[src/design/dlpd_pkg.sv]
// Shared types, constants and register map of the dual-loop PID duty controller.
package dlpd_pkg;

	localparam int SAMPLE_W = 12;
	localparam int DUTY_W = 10;
	localparam int ERR_W = SAMPLE_W + 1;
	localparam int GAIN_W = 9;
	localparam int PROD_W = ERR_W + GAIN_W;
	localparam int SUM_W = PROD_W + 2;
	localparam int DEC_W = 8;
	localparam int ADDR_W = 5;
	localparam int DATA_W = 32;
	localparam int REG_IDX_W = 3;

	typedef enum logic [REG_IDX_W-1:0] {
		REG_LOOP_MODE     = 3'd0,
		REG_VOUT_SETPOINT = 3'd1,
		REG_IOUT_SETPOINT = 3'd2,
		REG_MOSFET_TRIP   = 3'd3,
		REG_IOUT_TRIP     = 3'd4,
		REG_DUTY_MAX      = 3'd5
	} reg_idx_t;

	typedef struct packed {
		logic [SAMPLE_W-1:0] vout_sample;
		logic [SAMPLE_W-1:0] mosfet_current_sample;
		logic [SAMPLE_W-1:0] iout_sample;
	} sample_t;

	typedef struct packed {
		logic [DUTY_W-1:0] duty;
		logic              tripped;
		logic              current_loop;
	} result_t;

	typedef struct packed {
		logic                loop_mode;
		logic [SAMPLE_W-1:0] vout_setpoint;
		logic [SAMPLE_W-1:0] iout_setpoint;
		logic [SAMPLE_W-1:0] mosfet_trip;
		logic [SAMPLE_W-1:0] iout_trip;
		logic [DUTY_W-1:0]   duty_max;
	} cfg_t;

	localparam cfg_t CFG_RESET = '{
		loop_mode:     1'b0,
		vout_setpoint: 12'd485,
		iout_setpoint: 12'd340,
		mosfet_trip:   12'd200,
		iout_trip:     12'd420,
		duty_max:      10'd512
	};

	typedef struct packed {
		logic signed [GAIN_W-1:0] k1;
		logic signed [GAIN_W-1:0] k2;
		logic signed [GAIN_W-1:0] k3;
	} gains_t;

	localparam gains_t GAINS_VOLTAGE = '{k1: 9'sd144, k2: 9'sd128, k3: 9'sd0};
	localparam gains_t GAINS_DIRECT  = '{k1: 9'sd144, k2: 9'sd16,  k3: 9'sd0};
	localparam gains_t GAINS_DITHER  = '{k1: 9'sd196, k2: 9'sd72,  k3: 9'sd4};

	// Row is picked by the two low accumulator bits, bit n of a row is phase n.
	localparam logic [3:0] DITHER_PATTERN [4] = '{4'b1000, 4'b0101, 4'b0111, 4'b1111};

endpackage

[src/design/dlpd_if.sv]
// Request channel interfaces for the sample input and the duty result.
interface dlpd_sample_if;
	logic              valid;
	logic              ready;
	dlpd_pkg::sample_t data;
	modport source(output valid, output data, input ready);
	modport sink(input valid, input data, output ready);
endinterface

interface dlpd_result_if;
	logic              valid;
	logic              ready;
	dlpd_pkg::result_t data;
	modport source(output valid, output data, input ready);
	modport sink(input valid, input data, output ready);
endinterface

[src/design/dlpd_regs.sv]
// APB-style configuration register file of the duty controller.
module dlpd_regs (
	input  logic                          clk,
	input  logic                          arst_n,
	input  logic                          psel,
	input  logic                          penable,
	input  logic                          pwrite,
	input  logic [dlpd_pkg::ADDR_W-1:0]   paddr,
	input  logic [dlpd_pkg::DATA_W-1:0]   pwdata,
	output logic [dlpd_pkg::DATA_W-1:0]   prdata,
	output logic                          pready,
	output dlpd_pkg::cfg_t                cfg
);

	dlpd_pkg::cfg_t cfg_q;
	logic [dlpd_pkg::REG_IDX_W-1:0] idx;
	logic wr_en;

	assign idx = paddr[dlpd_pkg::ADDR_W-1:2];
	assign wr_en = psel && penable && pwrite;
	assign pready = 1'b1;
	assign cfg = cfg_q;

	always_ff @(posedge clk or negedge arst_n) begin
		if (!arst_n) begin
			cfg_q <= dlpd_pkg::CFG_RESET;
		end else if (wr_en) begin
			unique case (idx)
				dlpd_pkg::REG_LOOP_MODE:     cfg_q.loop_mode <= pwdata[0];
				dlpd_pkg::REG_VOUT_SETPOINT: cfg_q.vout_setpoint <= pwdata[11:0];
				dlpd_pkg::REG_IOUT_SETPOINT: cfg_q.iout_setpoint <= pwdata[11:0];
				dlpd_pkg::REG_MOSFET_TRIP:   cfg_q.mosfet_trip <= pwdata[11:0];
				dlpd_pkg::REG_IOUT_TRIP:     cfg_q.iout_trip <= pwdata[11:0];
				dlpd_pkg::REG_DUTY_MAX:      cfg_q.duty_max <= pwdata[9:0];
				default: ;
			endcase
		end
	end

	always_comb begin
		unique case (idx)
			dlpd_pkg::REG_LOOP_MODE:     prdata = {31'd0, cfg_q.loop_mode};
			dlpd_pkg::REG_VOUT_SETPOINT: prdata = {20'd0, cfg_q.vout_setpoint};
			dlpd_pkg::REG_IOUT_SETPOINT: prdata = {20'd0, cfg_q.iout_setpoint};
			dlpd_pkg::REG_MOSFET_TRIP:   prdata = {20'd0, cfg_q.mosfet_trip};
			dlpd_pkg::REG_IOUT_TRIP:     prdata = {20'd0, cfg_q.iout_trip};
			dlpd_pkg::REG_DUTY_MAX:      prdata = {22'd0, cfg_q.duty_max};
			default:                     prdata = '0;
		endcase
	end

endmodule

[src/design/dlpd_core.sv]
// Loop state and single-pass PID, dither and decimation logic of the controller.
module dlpd_core #(
	parameter int unsigned GAIN_SHIFT = 7,
	parameter int unsigned DITHER_DECIMATION = 10,
	parameter int unsigned DIRECT_DECIMATION = 5
) (
	input  logic              clk,
	input  logic              arst_n,
	input  logic              fire,
	input  dlpd_pkg::sample_t smp,
	input  dlpd_pkg::cfg_t    cfg,
	output dlpd_pkg::result_t res
);

	localparam int DUTY_W = dlpd_pkg::DUTY_W;
	localparam int SUM_W = dlpd_pkg::SUM_W;
	localparam int PROD_W = dlpd_pkg::PROD_W;
	localparam int ERR_W = dlpd_pkg::ERR_W;
	localparam int DEC_W = dlpd_pkg::DEC_W;
	localparam logic [DEC_W-1:0] DITHER_LOAD = DEC_W'(DITHER_DECIMATION);
	localparam logic [DEC_W-1:0] DIRECT_LOAD = DEC_W'(DIRECT_DECIMATION);

	logic [DUTY_W-1:0]        duty_q, duty_d;
	logic [DUTY_W-1:0]        accum_q, accum_d;
	logic signed [ERR_W-1:0]  err1_q, err1_d, err2_q, err2_d;
	logic [1:0]               phase_q, phase_d;
	logic [DEC_W-1:0]         dec_q, dec_d, dec_m1;

	logic                     trip, use_cur, run;
	logic [11:0]              target, meas;
	dlpd_pkg::gains_t         gains;
	logic signed [ERR_W-1:0]  err;
	logic signed [PROD_W-1:0] prod1, prod2, prod3, sh1, sh2, sh3;
	logic signed [SUM_W-1:0]  inc, sum;
	logic [DUTY_W-1:0]        base, sum_clamped, accum_new;
	logic [3:0]               pat;
	logic [DUTY_W-1:0]        dith;

	function automatic logic [DUTY_W-1:0] clamp_sum(input logic signed [SUM_W-1:0] v,
			input logic [DUTY_W-1:0] lim);
		logic signed [SUM_W-1:0] lim_s;
		lim_s = $signed({{(SUM_W-DUTY_W){1'b0}}, lim});
		if (v < 0)
			return '0;
		else if (v > lim_s)
			return lim;
		else
			return v[DUTY_W-1:0];
	endfunction

	always_comb begin
		trip = (smp.mosfet_current_sample > cfg.mosfet_trip) ||
			(smp.iout_sample > cfg.iout_trip);
		use_cur = smp.vout_sample <= cfg.vout_setpoint;
		dec_m1 = dec_q - DEC_W'(1);

		if (!use_cur) begin
			target = cfg.vout_setpoint;
			meas = smp.vout_sample;
			gains = dlpd_pkg::GAINS_VOLTAGE;
		end else begin
			target = cfg.iout_setpoint;
			meas = smp.iout_sample;
			gains = cfg.loop_mode ? dlpd_pkg::GAINS_DIRECT : dlpd_pkg::GAINS_DITHER;
		end

		err = $signed({1'b0, target}) - $signed({1'b0, meas});
		prod1 = gains.k1 * err;
		prod2 = gains.k2 * err1_q;
		prod3 = gains.k3 * err2_q;
		sh1 = prod1 >>> GAIN_SHIFT;
		sh2 = prod2 >>> GAIN_SHIFT;
		sh3 = prod3 >>> GAIN_SHIFT;
		inc = SUM_W'(sh1) - SUM_W'(sh2) + SUM_W'(sh3);
		base = (!cfg.loop_mode && use_cur) ? accum_q : duty_q;
		sum = $signed({{(SUM_W-DUTY_W){1'b0}}, base}) + inc;
		sum_clamped = clamp_sum(sum, cfg.duty_max);

		duty_d = duty_q;
		accum_d = accum_q;
		phase_d = phase_q;
		dec_d = dec_q;
		run = 1'b0;
		accum_new = accum_q;
		pat = dlpd_pkg::DITHER_PATTERN[accum_q[1:0]];
		dith = '0;

		if (trip) begin
			duty_d = '0;
		end else if (!cfg.loop_mode) begin
			if (!use_cur) begin
				run = 1'b1;
				duty_d = sum_clamped;
			end else begin
				if (phase_q == 2'd0) begin
					if (dec_q != '0) begin
						dec_d = dec_m1;
					end else begin
						dec_d = DITHER_LOAD;
						run = 1'b1;
						accum_new = sum_clamped;
					end
				end
				accum_d = accum_new;
				pat = dlpd_pkg::DITHER_PATTERN[accum_new[1:0]];
				dith = {2'b00, accum_new[DUTY_W-1:2]} + {{(DUTY_W-1){1'b0}}, pat[phase_q]};
				duty_d = (dith > cfg.duty_max) ? cfg.duty_max : dith;
				phase_d = phase_q + 2'd1;
			end
		end else begin
			if (dec_m1 == '0) begin
				dec_d = DIRECT_LOAD;
				run = 1'b1;
				duty_d = sum_clamped;
			end else begin
				dec_d = dec_m1;
				duty_d = (duty_q > cfg.duty_max) ? cfg.duty_max : duty_q;
			end
		end

		err1_d = run ? err : err1_q;
		err2_d = run ? err1_q : err2_q;

		res.duty = duty_d;
		res.tripped = trip;
		res.current_loop = !trip && use_cur;
	end

	always_ff @(posedge clk or negedge arst_n) begin
		if (!arst_n) begin
			duty_q <= '0;
			accum_q <= '0;
			err1_q <= '0;
			err2_q <= '0;
			phase_q <= '0;
			dec_q <= '0;
		end else if (fire) begin
			duty_q <= duty_d;
			accum_q <= accum_d;
			err1_q <= err1_d;
			err2_q <= err2_d;
			phase_q <= phase_d;
			dec_q <= dec_d;
		end
	end

endmodule

[src/design/dual_loop_pid_duty_controller.sv]
// Top level of the dual-loop PID duty controller with four-phase dither.
//
// Each request on the sample channel carries one ADC set (output voltage,
// switch current, output current) and yields exactly one request on the
// result channel with the PWM duty, the trip flag and the selected loop.
// The sample is held in an input register; the PID step, dither and clamp
// run in one pass from that register and the loop state into the result
// register, which also updates the loop state on the same edge.
// Throughput is one sample per clock cycle while the receiver takes each
// result. A sample passes the input register and then the result register,
// where its result request rises and waits to be taken.
// When the receiver stalls, the result register holds its request and the
// input register still takes one more sample; further samples see ready
// low until the result is taken.
// Reset clears the loop state and both channels and loads the register defaults.
// Configuration is to be written over the APB-style port while idle; the block
// does not enforce this. Registers lie at byte address four times their index.
module dual_loop_pid_duty_controller #(
	parameter int unsigned GAIN_SHIFT = 7,
	parameter int unsigned DITHER_DECIMATION = 10,
	parameter int unsigned DIRECT_DECIMATION = 5
) (
	input  logic                        clk,
	input  logic                        arst_n,
	dlpd_sample_if.sink                 sample,
	dlpd_result_if.source               result,
	input  logic                        psel,
	input  logic                        penable,
	input  logic                        pwrite,
	input  logic [dlpd_pkg::ADDR_W-1:0] paddr,
	input  logic [dlpd_pkg::DATA_W-1:0] pwdata,
	output logic [dlpd_pkg::DATA_W-1:0] prdata,
	output logic                        pready
);

	dlpd_pkg::cfg_t    cfg;
	dlpd_pkg::sample_t sample_s1;
	dlpd_pkg::result_t result_d, result_s2;
	logic              valid_s1, valid_s2, fire;

	assign fire = valid_s1 && (!valid_s2 || result.ready);
	assign sample.ready = !valid_s1 || fire;
	assign result.valid = valid_s2;
	assign result.data = result_s2;

	dlpd_regs u_regs (
		.clk(clk),
		.arst_n(arst_n),
		.psel(psel),
		.penable(penable),
		.pwrite(pwrite),
		.paddr(paddr),
		.pwdata(pwdata),
		.prdata(prdata),
		.pready(pready),
		.cfg(cfg)
	);

	dlpd_core #(
		.GAIN_SHIFT(GAIN_SHIFT),
		.DITHER_DECIMATION(DITHER_DECIMATION),
		.DIRECT_DECIMATION(DIRECT_DECIMATION)
	) u_core (
		.clk(clk),
		.arst_n(arst_n),
		.fire(fire),
		.smp(sample_s1),
		.cfg(cfg),
		.res(result_d)
	);

	always_ff @(posedge clk or negedge arst_n) begin
		if (!arst_n) begin
			valid_s1 <= 1'b0;
			valid_s2 <= 1'b0;
		end else begin
			if (sample.ready)
				valid_s1 <= sample.valid;
			if (fire)
				valid_s2 <= 1'b1;
			else if (result.ready)
				valid_s2 <= 1'b0;
		end
	end

	always_ff @(posedge clk) begin
		if (sample.valid && sample.ready)
			sample_s1 <= sample.data;
		if (fire)
			result_s2 <= result_d;
	end

endmodule

[src/flat_wrapper.sv]
// flat-port wrapper written by rule: the top's interface ports become plain ports
module dual_loop_pid_duty_controller_flat 
#(
	parameter int unsigned GAIN_SHIFT = 7,
	parameter int unsigned DITHER_DECIMATION = 10,
	parameter int unsigned DIRECT_DECIMATION = 5
)
  (clk, arst_n, psel, penable, pwrite, paddr, pwdata, prdata, pready, sample_valid, sample_data, sample_ready, result_valid, result_data, result_ready);
  dlpd_sample_if sample_i ();
  dlpd_result_if result_i ();
  input  logic clk;
  input  logic arst_n;
  input  logic psel;
  input  logic penable;
  input  logic pwrite;
  input  logic [dlpd_pkg::ADDR_W-1:0] paddr;
  input  logic [dlpd_pkg::DATA_W-1:0] pwdata;
  output logic [dlpd_pkg::DATA_W-1:0] prdata;
  output logic pready;
  input wire logic [$bits(sample_i.valid)-1:0] sample_valid;
  input wire logic [$bits(sample_i.data)-1:0] sample_data;
  output wire logic [$bits(sample_i.ready)-1:0] sample_ready;
  output wire logic [$bits(result_i.valid)-1:0] result_valid;
  output wire logic [$bits(result_i.data)-1:0] result_data;
  input wire logic [$bits(result_i.ready)-1:0] result_ready;
  assign sample_i.valid = sample_valid;
  assign sample_i.data = sample_data;
  assign sample_ready = sample_i.ready;
  assign result_valid = result_i.valid;
  assign result_data = result_i.data;
  assign result_i.ready = result_ready;
  dual_loop_pid_duty_controller #(.GAIN_SHIFT(GAIN_SHIFT), .DITHER_DECIMATION(DITHER_DECIMATION), .DIRECT_DECIMATION(DIRECT_DECIMATION)) u_core (.clk(clk), .arst_n(arst_n), .sample(sample_i), .result(result_i), .psel(psel), .penable(penable), .pwrite(pwrite), .paddr(paddr), .pwdata(pwdata), .prdata(prdata), .pready(pready));
endmodule
[config.mk]
export PLATFORM = sky130hd
export DESIGN_NAME = dual_loop_pid_duty_controller_flat
export DESIGN_NICKNAME = d
export VERILOG_FILES = /design/src/design/dlpd_pkg.sv /design/src/design/dlpd_if.sv /design/src/design/dlpd_regs.sv /design/src/design/dlpd_core.sv /design/src/design/dual_loop_pid_duty_controller.sv /design/src/flat_wrapper.sv
export SDC_FILE = /design/constraint.sdc
export NUM_CORES = 1
export LEC_CHECK = 0
export BUFFER_PORTS_ARGS = -buffer_cell sky130_fd_sc_hd__clkbuf_2
export CORE_MARGIN = 2
export CORE_UTILIZATION = 40
export CTS_CLUSTER_SIZE = 28
export DETAILED_ROUTE_END_ITERATION = 6
export PLACE_DENSITY = 0.6
export SYNTH_ARGS = -nofsm -noshare
export SYNTH_HDL_FRONTEND = slang
export SYNTH_SLANG_ARGS = --single-unit
[constraint.sdc]
create_clock -name clk -period 21.7 [get_ports clk]
set_input_delay 0 -clock clk [delete_from_list [all_inputs] [get_ports clk]]
set_output_delay 0 -clock clk [all_outputs]
set_load 0.02 [all_outputs]
# ---- Word level (Yosys, flattened, before mapping)
# Index checks and enable logic that the tools add are counted.
dict set report word_totals {
  register_bits 165
  out_inout_bits 47
  word_cells 113
}
dict set report op_classes {
  add_sub_neg 7
  multipliers 3
  order_cmp 9
  eq_ne 5
  muxes 37
  n_bitwise 3
  reduce_logical 29
}
# operator n
set ops {}
lappend ops {{$mux W10} 14}
lappend ops {{$pmux W12 S6} 1}
lappend ops {{$mul A9 B13 Y22} 3}
lappend ops {{$mux W25} 2}
lappend ops {{$mux W8} 5}
lappend ops {{$gt A12 B12 Y1} 2}
lappend ops {{$mux W12} 2}
lappend ops {{$add A11 B17 Y18} 1}
lappend ops {{$gt A18 B11 Y1} 1}
lappend ops {{$lt A18 B1 Y1 const B} 1}
lappend ops {{$add A16 B15 Y17} 1}
lappend ops {{$sub A15 B15 Y16} 1}
lappend ops {{$reduce_and A2 Y1} 7}
lappend ops {{$sub A12 B12 Y13} 1}
lappend ops {{$le A12 B12 Y1} 1}
lappend ops {{$gt A10 B10 Y1} 1}
lappend ops {{$gt A9 B10 Y1} 1}
lappend ops {{$add A8 B1 Y9} 1}
lappend ops {{$mux W1} 9}
lappend ops {{$bmux W4 S2} 1}
lappend ops {{$logic_not A8 Y1} 1}
lappend ops {{$mux W4} 2}
lappend ops {{$reduce_and A4 Y1} 2}
lappend ops {{$reduce_bool A8 Y1} 1}
lappend ops {{other kinds (16)} 31}

# ---- Longest topological paths before layout
dict set report logic_depth {
  ltp_word 27
  ltp_mapped 77
  depth_no_buf 73
}

# ---- Cells and area by module
# A second synthesis with hierarchy kept.
dict set report hier_totals {
  hier_cells 1599
  hier_area_um2 15822.7
}
# module instances cells_per_inst area_each_um2 seq_area_each_um2
set modules_own_cells {}
lappend modules_own_cells {dlpd_core 1 1326 11233.3 1276.2}
lappend modules_own_cells {dlpd_regs 1 217 3044.2 1498.9}
lappend modules_own_cells {dual_loop_pid_duty_controller 1 56 1545.2 1491.4}

# ---- Worst setup path after synthesis
# OpenSTA, ideal clock, no wires.
dict set report synth_path {
  kind {reg-to-reg}
  start {register u_core.u_regs.cfg_q, in the netlist u_core.u_regs.cfg[52]}
  end {register u_core.u_core.duty_q[1]}
  setup_time_ns 0.125
  arrival_time_ns 15.583
  required_time_ns 21.575
  path_slack_ns 5.992
  stages_incl_launch_ff 69
  period_less_slack_ns 15.708
  cell_sequence {dfstp_2 > inv_1 > ha_1 > and3_1 > a221o_1 > a221oi_1 > o21ai_0 > o21a_1 > clkbuf_1 > clkbuf_1 > clkbuf_1 > mux2i_1 > ha_1 > inv_1 > fa_1 > a21o_1 > a21oi_1 > o21ai_0 > (+33 left out) > mux2_2 > mux2i_1 > ha_1 > nand3_1 > nor3_1 > o32a_2 > nor4b_1 > xnor2_1 > ha_1 > a21o_1 > a21oi_1 > o22a_1 > a31oi_1 > buf_2 > mux2i_1 > nand2_1 > and3_1 > mux2_2}
}
# item line_no
set synth_lines {}
lappend synth_lines {{start, declared} dlpd_regs.sv:15} ;# dlpd_pkg::cfg_t cfg_q;
lappend synth_lines {{start signal, assigned} dlpd_regs.sv:26} ;# cfg_q <= dlpd_pkg::CFG_RESET;
lappend synth_lines {{end signal, assigned} dlpd_core.sv:138} ;# duty_q <= duty_d;
lappend synth_lines {{end, declared} dlpd_core.sv:23} ;# logic [DUTY_W-1:0] duty_q, duty_d;

==> results.toml <==
[yosys]
synth_flop_cell = "dfrtp_1"
seq_area_frac_synth_pct = 27.81
synth_edf_count = 48
synth_top_area_cell = "ha_1"
synth_cells = 1611
async_flop_share_pct = 70.00
synth_top_area_share_pct = 17.04
yosys_warnings = 0
synth.most_common_cell = "ha_1"
synth.distinct_cells = 83
syn_area_um2 = 15340
yosys-top-cells-count = "209 x ha_1, 202 x inv_1, 133 x nand2_1"
ys_seq_elements = 160
syn_area_per_cell_um2 = 9.524
ys_top_cells_by_area = "ha_1 17%, dfrtp_1 15%, fa_1 9.8%"

[global_routing]
grt.total_usage_pct = 20.48
antenna_found_initial = 0
grt_pass1_vias = 11810
grt_pass1_wl_um = 63340
overflow = 0
grt_max_degree = 60

[timing]
maxClockFrequency_mhz = 58.19
finClkSkew_ns = 0.01512
timing.final.crit_share_pct = 79.19
worst_pin_slew_ns = 1.062
finalSetupViolations = 0
tns_ns = 0
hold_violations = 0
whs_ns = 0.1740
fin_crit_ns = 17.19
rsz0062_at_grt = "no"
maxSlewHeadroom_pct = 28.85
drv_slew = 0

[routing]
vias_per_cell = 5.250
wl_per_cell_um = 17.26
vias = 11840
route.detailed.drc = 0
antenna_left = 0
drt-initial-drc-count = 685
drt-total-wl_um = 38940
drt_pass1_iterations = 5

[floorplan]
die_area_um2 = 39940
io_pins = 127
start_util_pct = 40.64
std_cell_rows = 71
core-area_um2 = 37760
fp.dieH_um = 199.9
die_x_um = 199.9

[place]
port_buffers = 83
place_hpwl_um = 30540
gp_congestion = 0.9041

[setup_path]
max_stage_delay_ns = 0.66
ff2ff_path_depth = 65
cp_slowest_cell = "nor4b_1"
crit_path_frequent_cell = "ha_1"
start_kind = "flop"
worstPathRequired_ns = 22.02
r2r_end = "u_core.u_core.duty_q[1]$_DFFE_PN0P_"
end_kind = "flop"
r2r_start = "u_core.u_regs.cfg[52]$_DFFE_PN1P_"
crit_type = "reg -> reg"
r2r_slack_ns = 4.51
crit_fanout = 33
worst_ep_arrival_time_ns = 17.50

[final_layout]
n_fill_cell = 3591
drive_gt1_share_pct = 14.38
final_nets = 2096
antennaDiodeCount = 0
area_growth_pct = 12.77

[clock_network]
htreeDepth = 4
root_buffer = "clkbuf_16"
worst_skew_pair.late_latency_ns = 0.44
post_cts_buffers = 0
cts_made_buffers = 17
cts.sinks = 160
clk_pin_slew_ns = 0.06
cts_buffer_depth = 2
ctsHoldBuffers = 52
tritoncts = "yes"
cts_resized = 0

[status]
outcome = "completed"

[min_path]
min_path_type = "in -> async"

[run]
max-cap-violations = 0
cells in the final DEF, fill, tap and decap left out, drive strengths merged, types with 12 or more instances in the layout:
cell         count
nor2            78
a22oi           12
nor3            34
conb            23
dfstp           18
ha             209
mux2            61
a21oi           84
clkbuf         103
nand3           15
nand4           14
dfrtp           94
xor2            16
dlygate4sd3     52
buf             18
o21ai          105
fa              75
nand2          133
edfxtp          48
xnor2           55
a21o            28
inv            208
and2            50
mux2i           41
layer usage:
metal	track usage (%)	vias up	wire length, um	part of all wire [%]
met5	0	-	0	0
met4	7.572	0	1313	3.4
met3	2.991	62	1934	5.0
met2	33.69	338	18100	46
met1	27.41	5662	17590	45
li1	-	5781	-	-
worst max path at each step:
| stage | start | to | slack, ns | depth (start not counted) |
|---|---|---|---|---|
| final | u_core.u_regs.cfg[52]$_DFFE_PN1P_ | u_core.u_core.duty_q[1]$_DFFE_PN0P_ | 4.51 | 65 |
| after CTS | u_core.u_regs.cfg[52]$_DFFE_PN1P_ | u_core.u_core.duty_q[1]$_DFFE_PN0P_ | 4.67 | 64 |
| after global placement | u_core.u_regs.cfg[52]$_DFFE_PN1P_ | u_core.u_core.duty_q[1]$_DFFE_PN0P_ | 4.97 | 64 |
| after floorplan | u_core.u_regs.cfg[52]$_DFFE_PN1P_ | u_core.u_core.duty_q[1]$_DFFE_PN0P_ | 5.99 | 68 |
| after global routing | u_core.u_regs.cfg[52]$_DFFE_PN1P_ | u_core.u_core.duty_q[1]$_DFFE_PN0P_ | 3.35 | 64 |
| after detailed placement | u_core.u_regs.cfg[52]$_DFFE_PN1P_ | u_core.u_core.duty_q[1]$_DFFE_PN0P_ | 4.76 | 63 |
worst max-delay path, delay by kind of cell (launching register included):
| family | cells | cell delay, ns |
|---|---|---|
| buffers and inverters | 5 | 0.79 |
| AND/OR/NAND/NOR | 16 | 3.46 |
| XOR/XNOR | 3 | 1.05 |
| AO/OA/AOI/OAI | 21 | 4.27 |
| multiplexers | 6 | 1.69 |
| flip-flops | 1 | 0.54 |
| adder cells (fa/ha/maj) | 14 | 5.25 |
flip-flops by register name, indices dropped and copies added (netlist names), 2 cells and up:
register,flops
u_core.u_core.dec_q,8
u_core.u_core.err2_q,8
u_core.u_core.accum_q,10
u_core.u_core.duty_q,10
u_core.result.data,12
u_core.u_core.phase_q,2
u_core.u_regs.cfg,59
u_core.sample_s1,36
u_core.u_core.err1_q,13
per-stage QoR:
step	setup slack [ns]	cell area, um2	utilization [%]	std cells
final	4.515	17300	45.83	2256
after global routing	3.346	17300	45.83	2256
after CTS	4.668	17300	45.83	2256
after detailed placement	4.755	16240	43.03	2172
after global placement	4.975	16240	43.03	2172
after floorplan	5.992	15420	-	1632
final cells by class:
type	instances	area [um2]	area share (%)
Inverter	202	758.2	4.382
Multi-Input combinational cell	1199	10030	57.99
Tap cell	511	639.4	3.695
Clock inverter	11	77.57	0.4483
Timing Repair Buffer	152	1066	6.161
Sequential cell	160	4267	24.66
Clock buffer	21	460.4	2.661
cells by family (layout without fill, tap and decap cells):
logic type | Yosys count | count (layout) | synth area share, %
flops | 160 | 160 | 27.81
fa+ha+maj | 284 | 284 | 26.83
buf+inv | 273 | 386 | 7.527
mux | 103 | 103 | 7.323
xor+xnor | 71 | 71 | 4.053
compound gates | 333 | 333 | 13.99
other cells | 2 | 23 | 0.04895
simple gates | 385 | 385 | 12.43
Power is left out: the tool's default activity adds up to more than one toggle a clock period on the data nets, which glitch-free logic cannot reach.
